File: config.mk
export PLATFORM = sky130hd
export DESIGN_NAME = clipped_pixel_stream_blitter_flat
export DESIGN_NICKNAME = d
export VERILOG_FILES = /design/src/hw/rtl/cpsb_pkg.sv /design/src/hw/rtl/cpsb_if.sv /design/src/hw/rtl/clipped_pixel_stream_blitter.sv /design/src/hw/rtl/cpsb_front.sv /design/src/hw/rtl/cpsb_queue.sv /design/src/hw/rtl/cpsb_back.sv /design/src/flat_wrapper.sv
export SDC_FILE = /design/constraint.sdc
export NUM_CORES = 1
export LEC_CHECK = 0
export BUFFER_PORTS_ARGS = -buffer_cell sky130_fd_sc_hd__buf_2
export CAP_MARGIN = 10
export CORE_ASPECT_RATIO = 2
export CORE_MARGIN = 1
export CORE_UTILIZATION = 35
export DETAILED_ROUTE_END_ITERATION = 10
export PLACE_DENSITY = 0.6
export SYNTH_ARGS = -nofsm -noshare
export SYNTH_HDL_FRONTEND = slang
export SYNTH_SLANG_ARGS = --single-unit
File: constraint.sdc
create_clock -name clk -period 6.55 [get_ports clk]
set_input_delay 0.3275 -clock clk [delete_from_list [all_inputs] [get_ports clk]]
set_output_delay 0.3275 -clock clk [all_outputs]
set_load 0.01 [all_outputs]
File: src/hw/rtl/cpsb_pkg.sv
// Package for the clipped pixel stream blitter.
// Holds widths, register indexes, pixel order codes and the shared structs.
// No dependencies.
package cpsb_pkg;

  localparam int COORD_BITS = 16;
  localparam int ADDR_BITS  = 26;

  localparam int NUM_REGS        = 8;
  localparam int BYTES_PER_PIXEL = 4;
  localparam int BPP_SHIFT       = $clog2(BYTES_PER_PIXEL);

  localparam int BYTE_W     = 8;
  localparam int IMG_W      = 16;
  localparam int TOP_W      = 21;
  localparam int DISP_W     = 13;
  localparam int POS_W      = DISP_W - 1;
  localparam int STRIDE_W   = 15;
  localparam int ORDER_W    = 2;
  localparam int CFG_IDX_W  = $clog2(NUM_REGS);
  localparam int CFG_DATA_W = TOP_W;

  localparam int CMP_W  = (COORD_BITS > IMG_W) ? COORD_BITS : IMG_W;
  localparam int DX_W   = CMP_W + 1;
  localparam int DY_W   = ((CMP_W + 1 > TOP_W) ? CMP_W + 1 : TOP_W) + 1;
  localparam int PROD_W = POS_W + STRIDE_W;
  localparam int SUM_W  = (PROD_W + 1 > ADDR_BITS) ? PROD_W + 1 : ADDR_BITS;

  localparam int QUEUE_DEPTH = 2;
  localparam int QPTR_W      = $clog2(QUEUE_DEPTH);
  localparam int QCNT_W      = $clog2(QUEUE_DEPTH + 1);

  localparam logic [CFG_IDX_W-1:0] REG_IMAGE_WIDTH    = CFG_IDX_W'(0);
  localparam logic [CFG_IDX_W-1:0] REG_IMAGE_HEIGHT   = CFG_IDX_W'(1);
  localparam logic [CFG_IDX_W-1:0] REG_TOP_OFFSET     = CFG_IDX_W'(2);
  localparam logic [CFG_IDX_W-1:0] REG_SCROLL_X       = CFG_IDX_W'(3);
  localparam logic [CFG_IDX_W-1:0] REG_DISPLAY_WIDTH  = CFG_IDX_W'(4);
  localparam logic [CFG_IDX_W-1:0] REG_DISPLAY_HEIGHT = CFG_IDX_W'(5);
  localparam logic [CFG_IDX_W-1:0] REG_LINE_STRIDE    = CFG_IDX_W'(6);
  localparam logic [CFG_IDX_W-1:0] REG_PIXEL_ORDER    = CFG_IDX_W'(7);

  localparam logic [ORDER_W-1:0] ORDER_NONE = ORDER_W'(0);
  localparam logic [ORDER_W-1:0] ORDER_RGB  = ORDER_W'(1);
  localparam logic [ORDER_W-1:0] ORDER_BGR  = ORDER_W'(2);

  typedef struct packed {
    logic [IMG_W-1:0]    image_width;
    logic [IMG_W-1:0]    image_height;
    logic [TOP_W-1:0]    top_offset;
    logic [IMG_W-1:0]    scroll_x;
    logic [DISP_W-1:0]   display_width;
    logic [DISP_W-1:0]   display_height;
    logic [STRIDE_W-1:0] line_stride;
    logic [ORDER_W-1:0]  pixel_order;
  } cfg_t;

  typedef struct packed {
    logic              write_enable;
    logic [POS_W-1:0]  pos_x;
    logic [POS_W-1:0]  pos_y;
    logic [BYTE_W-1:0] byte0;
    logic [BYTE_W-1:0] byte1;
    logic [BYTE_W-1:0] byte2;
  } blit_job_t;

endpackage

File: src/hw/rtl/cpsb_if.sv
// Channel interfaces of the clipped pixel stream blitter.
// cpsb_pixel_if carries input pixels, cpsb_write_if carries framebuffer writes.
// Depends on cpsb_pkg.
interface cpsb_pixel_if;
  import cpsb_pkg::*;

  logic              valid;
  logic              ready;
  logic              start_of_image;
  logic [BYTE_W-1:0] chan0_high;
  logic [BYTE_W-1:0] chan1_high;
  logic [BYTE_W-1:0] chan2_high;

  modport source (output valid, start_of_image, chan0_high, chan1_high, chan2_high,
                  input ready);
  modport sink (input valid, start_of_image, chan0_high, chan1_high, chan2_high,
                output ready);
endinterface

interface cpsb_write_if;
  import cpsb_pkg::*;

  logic                 valid;
  logic                 ready;
  logic                 write_enable;
  logic [ADDR_BITS-1:0] byte_address;
  logic [BYTE_W-1:0]    out_byte0;
  logic [BYTE_W-1:0]    out_byte1;
  logic [BYTE_W-1:0]    out_byte2;

  modport source (output valid, write_enable, byte_address, out_byte0, out_byte1, out_byte2,
                  input ready);
  modport sink (input valid, write_enable, byte_address, out_byte0, out_byte1, out_byte2,
                output ready);
endinterface

File: src/hw/rtl/clipped_pixel_stream_blitter.sv
// Clipped pixel stream blitter, top level.
// Usage:
//   in_ch  takes one pixel per request: start_of_image and the high bytes of
//          the first three channels. start_of_image restarts the raster walk.
//   out_ch gives exactly one write request per pixel: write_enable, the
//          framebuffer byte_address and three bytes in the configured order.
//          write_enable low means the pixel was clipped or the order is
//          neither RGB nor BGR; all other fields are then zero.
//   cfg_*  writes register cfg_index with cfg_wdata when cfg_we is high.
//          Write only while no pixel is in flight.
// Accepted pixels pass a queue slot and the output register before out_ch.
// Throughput: one pixel per cycle unless out_ch stalls, set by the raster
//   counter update in the front end and the single back end multiply-add.
// Reset clears the raster counters, the job queue, the out_ch valid bit and
//   loads the register defaults (image width 1, everything else zero).
// When out_ch stalls, the output register holds, the two-entry job queue
//   fills, and in_ch.ready drops once it is full.
// Depends on cpsb_pkg, cpsb_if, cpsb_front, cpsb_queue and cpsb_back.
module clipped_pixel_stream_blitter (
  input  logic                               clk,
  input  logic                               rst_n,
  cpsb_pixel_if.sink                         in_ch,
  cpsb_write_if.source                       out_ch,
  input  logic                               cfg_we,
  input  logic [cpsb_pkg::CFG_IDX_W-1:0]     cfg_index,
  input  logic [cpsb_pkg::CFG_DATA_W-1:0]    cfg_wdata
);
  import cpsb_pkg::*;

  cfg_t      cfg_r;
  logic      fq_valid, fq_ready, qb_valid, qb_ready;
  blit_job_t fq_job, qb_job;

  always_ff @(posedge clk) begin
    if (!rst_n) begin
      cfg_r <= '{image_width: IMG_W'(1), default: '0};
    end else if (cfg_we) begin
      case (cfg_index)
        REG_IMAGE_WIDTH:    cfg_r.image_width    <= cfg_wdata[IMG_W-1:0];
        REG_IMAGE_HEIGHT:   cfg_r.image_height   <= cfg_wdata[IMG_W-1:0];
        REG_TOP_OFFSET:     cfg_r.top_offset     <= cfg_wdata[TOP_W-1:0];
        REG_SCROLL_X:       cfg_r.scroll_x       <= cfg_wdata[IMG_W-1:0];
        REG_DISPLAY_WIDTH:  cfg_r.display_width  <= cfg_wdata[DISP_W-1:0];
        REG_DISPLAY_HEIGHT: cfg_r.display_height <= cfg_wdata[DISP_W-1:0];
        REG_LINE_STRIDE:    cfg_r.line_stride    <= cfg_wdata[STRIDE_W-1:0];
        REG_PIXEL_ORDER:    cfg_r.pixel_order    <= cfg_wdata[ORDER_W-1:0];
        default:            cfg_r                <= cfg_r;
      endcase
    end
  end

  cpsb_front u_front (
    .clk       (clk),
    .rst_n     (rst_n),
    .cfg       (cfg_r),
    .in_ch     (in_ch),
    .job_valid (fq_valid),
    .job_ready (fq_ready),
    .job       (fq_job)
  );

  cpsb_queue u_queue (
    .clk        (clk),
    .rst_n      (rst_n),
    .push_valid (fq_valid),
    .push_ready (fq_ready),
    .push_job   (fq_job),
    .pop_valid  (qb_valid),
    .pop_ready  (qb_ready),
    .pop_job    (qb_job)
  );

  cpsb_back u_back (
    .clk       (clk),
    .rst_n     (rst_n),
    .cfg       (cfg_r),
    .job_valid (qb_valid),
    .job_ready (qb_ready),
    .job       (qb_job),
    .out_ch    (out_ch)
  );

endmodule

File: src/hw/rtl/cpsb_front.sv
// Front end: accepts pixels, walks the raster counters and clips each pixel.
// Emits one classified write job per pixel into the job queue.
// Depends on cpsb_pkg and cpsb_pixel_if.
module cpsb_front (
  input  logic                clk,
  input  logic                rst_n,
  input  cpsb_pkg::cfg_t      cfg,
  cpsb_pixel_if.sink          in_ch,
  output logic                job_valid,
  input  logic                job_ready,
  output cpsb_pkg::blit_job_t job
);
  import cpsb_pkg::*;

  logic [COORD_BITS-1:0] col_r, col_nxt;
  logic [COORD_BITS-1:0] row_r, row_nxt;
  logic [COORD_BITS-1:0] col_base, row_base, col_inc;
  logic [DX_W-1:0]       dx;
  logic [DY_W-1:0]       dy;
  logic                  row_in, dx_ok, dy_ok, order_ok, visible, wrap, accept;

  assign in_ch.ready = job_ready;
  assign job_valid   = in_ch.valid;
  assign accept      = in_ch.valid && in_ch.ready;

  assign col_base = in_ch.start_of_image ? '0 : col_r;
  assign row_base = in_ch.start_of_image ? '0 : row_r;

  assign dx = DX_W'(CMP_W'(col_base)) - DX_W'(CMP_W'(cfg.scroll_x));
  assign dy = DY_W'(CMP_W'(row_base)) + DY_W'($signed(cfg.top_offset));

  assign row_in   = CMP_W'(row_base) < CMP_W'(cfg.image_height);
  assign dx_ok    = !dx[DX_W-1] && (dx < DX_W'(cfg.display_width));
  assign dy_ok    = !dy[DY_W-1] && (dy < DY_W'(cfg.display_height));
  assign order_ok = (cfg.pixel_order == ORDER_RGB) || (cfg.pixel_order == ORDER_BGR);
  assign visible  = row_in && dx_ok && dy_ok && order_ok;

  always_comb begin
    job = '0;
    if (visible) begin
      job.write_enable = 1'b1;
      job.pos_x        = dx[POS_W-1:0];
      job.pos_y        = dy[POS_W-1:0];
      job.byte1        = in_ch.chan1_high;
      if (cfg.pixel_order == ORDER_RGB) begin
        job.byte0 = in_ch.chan2_high;
        job.byte2 = in_ch.chan0_high;
      end else begin
        job.byte0 = in_ch.chan0_high;
        job.byte2 = in_ch.chan2_high;
      end
    end
  end

  assign col_inc = col_base + COORD_BITS'(1);
  assign wrap    = CMP_W'(col_inc) >= CMP_W'(cfg.image_width);

  always_comb begin
    col_nxt = col_inc;
    row_nxt = row_base;
    if (wrap) begin
      col_nxt = '0;
      if (row_in) begin
        row_nxt = row_base + COORD_BITS'(1);
      end
    end
  end

  always_ff @(posedge clk) begin
    if (!rst_n) begin
      col_r <= '0;
      row_r <= '0;
    end else if (accept) begin
      col_r <= col_nxt;
      row_r <= row_nxt;
    end
  end

endmodule

File: src/hw/rtl/cpsb_queue.sv
// Short job queue between the front end and the back end.
// Registered storage; full blocks the front, empty idles the back.
// Depends on cpsb_pkg.
module cpsb_queue (
  input  logic                clk,
  input  logic                rst_n,
  input  logic                push_valid,
  output logic                push_ready,
  input  cpsb_pkg::blit_job_t push_job,
  output logic                pop_valid,
  input  logic                pop_ready,
  output cpsb_pkg::blit_job_t pop_job
);
  import cpsb_pkg::*;

  blit_job_t         slot_r [QUEUE_DEPTH];
  logic [QPTR_W-1:0] wr_ptr_r, rd_ptr_r;
  logic [QCNT_W-1:0] count_r;
  logic              do_push, do_pop;

  assign push_ready = count_r != QCNT_W'(QUEUE_DEPTH);
  assign pop_valid  = count_r != '0;
  assign pop_job    = slot_r[rd_ptr_r];
  assign do_push    = push_valid && push_ready;
  assign do_pop     = pop_valid && pop_ready;

  always_ff @(posedge clk) begin
    if (do_push) begin
      slot_r[wr_ptr_r] <= push_job;
    end
  end

  always_ff @(posedge clk) begin
    if (!rst_n) begin
      wr_ptr_r <= '0;
      rd_ptr_r <= '0;
      count_r  <= '0;
    end else begin
      if (do_push) begin
        wr_ptr_r <= (wr_ptr_r == QPTR_W'(QUEUE_DEPTH - 1)) ? '0 : wr_ptr_r + QPTR_W'(1);
      end
      if (do_pop) begin
        rd_ptr_r <= (rd_ptr_r == QPTR_W'(QUEUE_DEPTH - 1)) ? '0 : rd_ptr_r + QPTR_W'(1);
      end
      case ({do_push, do_pop})
        2'b10:   count_r <= count_r + QCNT_W'(1);
        2'b01:   count_r <= count_r - QCNT_W'(1);
        default: count_r <= count_r;
      endcase
    end
  end

endmodule

File: src/hw/rtl/cpsb_back.sv
// Back end: turns a write job into a framebuffer byte address and bytes.
// One multiply-add per job into the registered output stage.
// Depends on cpsb_pkg and cpsb_write_if.
module cpsb_back (
  input  logic                clk,
  input  logic                rst_n,
  input  cpsb_pkg::cfg_t      cfg,
  input  logic                job_valid,
  output logic                job_ready,
  input  cpsb_pkg::blit_job_t job,
  cpsb_write_if.source        out_ch
);
  import cpsb_pkg::*;

  logic [PROD_W-1:0]    prod;
  logic [SUM_W-1:0]     addr_sum;
  logic                 valid_r, we_r;
  logic [ADDR_BITS-1:0] addr_r;
  logic [BYTE_W-1:0]    b0_r, b1_r, b2_r;
  logic                 load;

  assign job_ready = !valid_r || out_ch.ready;
  assign load      = job_valid && job_ready;

  assign prod     = PROD_W'(job.pos_y) * PROD_W'(cfg.line_stride);
  assign addr_sum = SUM_W'(prod) + (SUM_W'(job.pos_x) << BPP_SHIFT);

  always_ff @(posedge clk) begin
    if (!rst_n) begin
      valid_r <= 1'b0;
    end else if (load) begin
      valid_r <= 1'b1;
    end else if (out_ch.ready) begin
      valid_r <= 1'b0;
    end
  end

  always_ff @(posedge clk) begin
    if (load) begin
      we_r   <= job.write_enable;
      addr_r <= addr_sum[ADDR_BITS-1:0];
      b0_r   <= job.byte0;
      b1_r   <= job.byte1;
      b2_r   <= job.byte2;
    end
  end

  assign out_ch.valid        = valid_r;
  assign out_ch.write_enable = we_r;
  assign out_ch.byte_address = addr_r;
  assign out_ch.out_byte0    = b0_r;
  assign out_ch.out_byte1    = b1_r;
  assign out_ch.out_byte2    = b2_r;

endmodule
File: src/flat_wrapper.sv
// flat-port wrapper written by rule: the top's interface ports become plain ports
module clipped_pixel_stream_blitter_flat import cpsb_pkg::*;
  (clk, rst_n, cfg_we, cfg_index, cfg_wdata, in_ch_valid, in_ch_start_of_image, in_ch_chan0_high, in_ch_chan1_high, in_ch_chan2_high, in_ch_ready, out_ch_valid, out_ch_write_enable, out_ch_byte_address, out_ch_out_byte0, out_ch_out_byte1, out_ch_out_byte2, out_ch_ready);
  cpsb_pixel_if in_ch_i ();
  cpsb_write_if out_ch_i ();
  input  logic clk;
  input  logic rst_n;
  input  logic cfg_we;
  input  logic [cpsb_pkg::CFG_IDX_W-1:0] cfg_index;
  input  logic [cpsb_pkg::CFG_DATA_W-1:0] cfg_wdata;
  input wire logic [$bits(in_ch_i.valid)-1:0] in_ch_valid;
  input wire logic [$bits(in_ch_i.start_of_image)-1:0] in_ch_start_of_image;
  input wire logic [$bits(in_ch_i.chan0_high)-1:0] in_ch_chan0_high;
  input wire logic [$bits(in_ch_i.chan1_high)-1:0] in_ch_chan1_high;
  input wire logic [$bits(in_ch_i.chan2_high)-1:0] in_ch_chan2_high;
  output wire logic [$bits(in_ch_i.ready)-1:0] in_ch_ready;
  output wire logic [$bits(out_ch_i.valid)-1:0] out_ch_valid;
  output wire logic [$bits(out_ch_i.write_enable)-1:0] out_ch_write_enable;
  output wire logic [$bits(out_ch_i.byte_address)-1:0] out_ch_byte_address;
  output wire logic [$bits(out_ch_i.out_byte0)-1:0] out_ch_out_byte0;
  output wire logic [$bits(out_ch_i.out_byte1)-1:0] out_ch_out_byte1;
  output wire logic [$bits(out_ch_i.out_byte2)-1:0] out_ch_out_byte2;
  input wire logic [$bits(out_ch_i.ready)-1:0] out_ch_ready;
  assign in_ch_i.valid = in_ch_valid;
  assign in_ch_i.start_of_image = in_ch_start_of_image;
  assign in_ch_i.chan0_high = in_ch_chan0_high;
  assign in_ch_i.chan1_high = in_ch_chan1_high;
  assign in_ch_i.chan2_high = in_ch_chan2_high;
  assign in_ch_ready = in_ch_i.ready;
  assign out_ch_valid = out_ch_i.valid;
  assign out_ch_write_enable = out_ch_i.write_enable;
  assign out_ch_byte_address = out_ch_i.byte_address;
  assign out_ch_out_byte0 = out_ch_i.out_byte0;
  assign out_ch_out_byte1 = out_ch_i.out_byte1;
  assign out_ch_out_byte2 = out_ch_i.out_byte2;
  assign out_ch_i.ready = out_ch_ready;
  clipped_pixel_stream_blitter u_core (.clk(clk), .rst_n(rst_n), .in_ch(in_ch_i), .out_ch(out_ch_i), .cfg_we(cfg_we), .cfg_index(cfg_index), .cfg_wdata(cfg_wdata));
endmodule
==> results.txt <==
Outcome - finished, final reports clean
Area Growth Syn to Fin - 14.5%
Crit path kind - flop to flop
Fin crit share - 96.5%
TritonCTS clock tree - yes
Post-Place Setup Slack - -307 ps
Rows - 127
CP max stage delay - 530 ps
Clk buf depth - 3
Multi-input gate area - 0.0125 mm2
Crit start category - flop
Design area - 0.0242 mm2
F_max - 158 MHz
Stages on worst setup path - 22
H-tree depth - 1
Final antenna-violating net count - 0
RSZ-0062 raised after global routing - no
Logic pwr share - 28.3%
Worst hold slack - 32.5 ps
CP max-delay cell - fa_1
Most frequent CP cell - fa_1
P_int - 3.90 mW
Pre-antenna DRT Iters - 7
Count leader, synth - nand2_1
Die area - 0.0615 mm2
Clock Latency Late Sink - 590 ps
Overall Global Routing Usage - 18.0%
I/O Buffers - 106
Hold Fails Final Rpt - 0
Vias per inst - 5.03
GP Congestion - 0.908
Synth area leader - edfxtp_1
Slew headroom - 24.4%
CP Capture Type - flop
IO Count - 107
Syn Std Cell Area - 0.0212 mm2
Layout Nets - 2664
Syn nets - 2545
Commonest cells in the netlist - nand2_1, inv_1, ha_1, dfxtp_1, edfxtp_1
Die Span Y - 350 um
Final HPWL DP - 43.3 mm
Core Footprint - 0.0599 mm2
Die X - 176 um
Classification of the worst-slack hold path - primary input to flop
Fraction of layout instances using a drive strength above 1 - 14.2%
Post-Syn Area per Cell - 9.65 um2
Library cells used by synthesis - 66
Clock share of power - 29.9%
Mean routed wirelength per cell - 17.9 um
# fillers - 5807
Via Count - 15600
Synth top area cells - edfxtp_1, dfxtp_1, fa_1, ha_1, nand2_1
Initial core utilization - 35.3%
First-pass GRT wire length - 86.1 mm
Initial antenna violation count - 3
Final core utilization - 40.4%
Max Cap Viol - 0
Leakage - 9.82 nW
# setup viols final - 0
CP bufs+invs - 5
Delay-heaviest family, CP - adder cells
CP Max Fanout - 8
Top_reg_cell synth - dfxtp_1
WHS Path Cells - 3
DRC violations left - 0
Clock buffers created by TritonCTS - 28
Worst EP required - 6890 ps
Seq pwr share - 41.9%
Post-synth top area share - 21.1%
Psw - 1.80 mW
Switch share - 31.6%
Ys async rst share - 0%
Non-Filler Instances - 3110
Largest net degree at the start of global routing - 128
Reg area - 0.00748 mm2
Tmin final - 6320 ps
Critical path, cell by cell - buf_12, buf_8, mux2_4, and2_1, fa_1, ha_1, fa_1, inv_1, fa_1, fa_1, inv_2, ha_4, a211o_1, a2111oi_4, buf_4, o31ai_4, or4_4, and3_4, a2111oi_4, o21bai_1, a21oi_2, xnor2_1
EDFF count, synth - 149
Worst slew pin tran - 1130 ps
Final WL - 55.7 mm
Worst-path clk slew - 70 ps
Placed insts - 3047
Clk sink count - 299
Mapped Cells - 2194
Yosys warning count - 0
Power density over the cells - 235 mW/mm2
Max Slew Vio Count - 0
Final Skew - 18.8 ps
Dpl cell area - 0.0229 mm2
Vias in the first global route - 16300
Setup ws final - 232 ps
R2R cell count - 22
Initial DRC count - 711
WP data arrival - 6660 ps
VDD IR-drop max - 0.000199 V
Root Buffer Master - clkbuf_16
#FFs+latches synth - 299
Register area share after synthesis - 35.3%
Gr ovfl total - 0
==> state kept, by name (all words and copies together), names as in the netlist, named ones only <==
signal / flops
u_core.u_back.out_ch.write_enable: 1
u_core.u_back.out_ch.valid: 1
u_core.u_queue.wr_ptr_r: 1
u_core.u_back.out_ch.byte_address: 26
u_core.cfg_r: 112
u_core.u_queue.count_r: 2
u_core.u_front.col_r: 16
u_core.u_back.out_ch.out_byte2: 8
u_core.u_front.row_r: 16
u_core.u_queue.rd_ptr_r: 1
u_core.u_back.out_ch.out_byte1: 8
u_core.u_queue.slot_r: 98
u_core.u_back.out_ch.out_byte0: 8
==> layer usage <==
metal | up-vias | global-route usage [%] | part of all wire [%]
li1 | 7524 | - | -
met1 | 7707 | 17.3 | 35
met2 | 279 | 36.6 | 57
met3 | 134 | 1.87 | 2.9
met4 | 4 | 9.25 | 5.1
met5 | - | 0 | 0.039
==> placed cells by master (no fill, tap or decap), types with 37 or more instances in the layout <==
cell	synthesis	routed
nor2_1	50	48
a21oi_1	45	43
dfxtp_1	150	149
nor2b_1	92	90
buf_4	0	75
a21boi_0	120	120
nand2_1	371	369
edfxtp_1	149	149
ha_1	153	143
and2_1	69	69
xnor2_1	37	37
fa_1	144	142
buf_2	4	105
nand3_1	38	37
inv_1	280	275
==> final cells by class <==
class | count | share of cell area (%)
Clock inverter | 12 | 0.553
Inverter | 280 | 4.34
Timing Repair Buffer | 192 | 5.21
Tap cell | 774 | 4.00
Multi-Input combinational cell | 1512 | 51.7
Antenna cell | 2 | 0.0207
Clock buffer | 39 | 3.32
Sequential cell | 299 | 30.9
==> what timing repair did <==
action                                 CTS  global route
buffers inserted                         1             8
endpoints found under the hold margin    0             0
gates resized for setup                  8            49
hold buffers                             0             0
setup endpoints to repair                4             3
cloned                                   0             0
pin swaps                                5            37
==> per-stage QoR <==
stage	total power [mW]	setup TNS (ps)
CTS	5.68	0
detailed placement	3.95	-746
floorplan	3.32	0
finish	5.70	0
global placement	3.91	-408
global route	5.99	0
==> worst reg2reg max path, delay by kind of cell (launching register included) <==
family	cells	cell delay, ps
xor gates and xnor gates	1	70
adders and majority gates	6	2420
AOI/OAI and AO/OA	6	1410
buffers and inverters	5	580
DFF	1	430
muxes	1	340
and+or+nand+nor	3	870
==> power groups by stage <==
stage               Combinational [mW]  Sequential [mW]  Clock [mW]
CTS                               1.53             2.39        1.75
global route                      1.78             2.41        1.80
global placement                  1.49             2.43           0
detailed placement                1.52             2.43           0
floorplan                        0.823             2.50           0
finish                            1.61             2.39        1.70
==> kinds of logic (layout without fill, tap and decap cells) <==
group	after synthesis	after routing	share of synthesized area (%)
AOI/OAI and AO/OA	306	306	10.4
other	0	2	0
DFF	299	299	35.3
muxes	71	71	3.57
and+or+nand+nor	775	775	18.6
adders and majority gates	297	297	22.7
xor gates and xnor gates	63	63	2.61
buffers and inverters	383	523	6.89
==> final timing paths <==
path | endpoint | startpoint | slack (ps)
max | u_core.u_back.out_ch.byte_address[25] | flop | 230
min | u_core.cfg_r[77] | cfg_wdata[18] | 30
max reg2reg | u_core.u_back.out_ch.byte_address[25] | flop | 230
min reg2reg | u_core.u_front.col_r[6] | u_core.u_front.col_r[6] | 460
No activity file was read; power rests on OpenSTA's default activity.
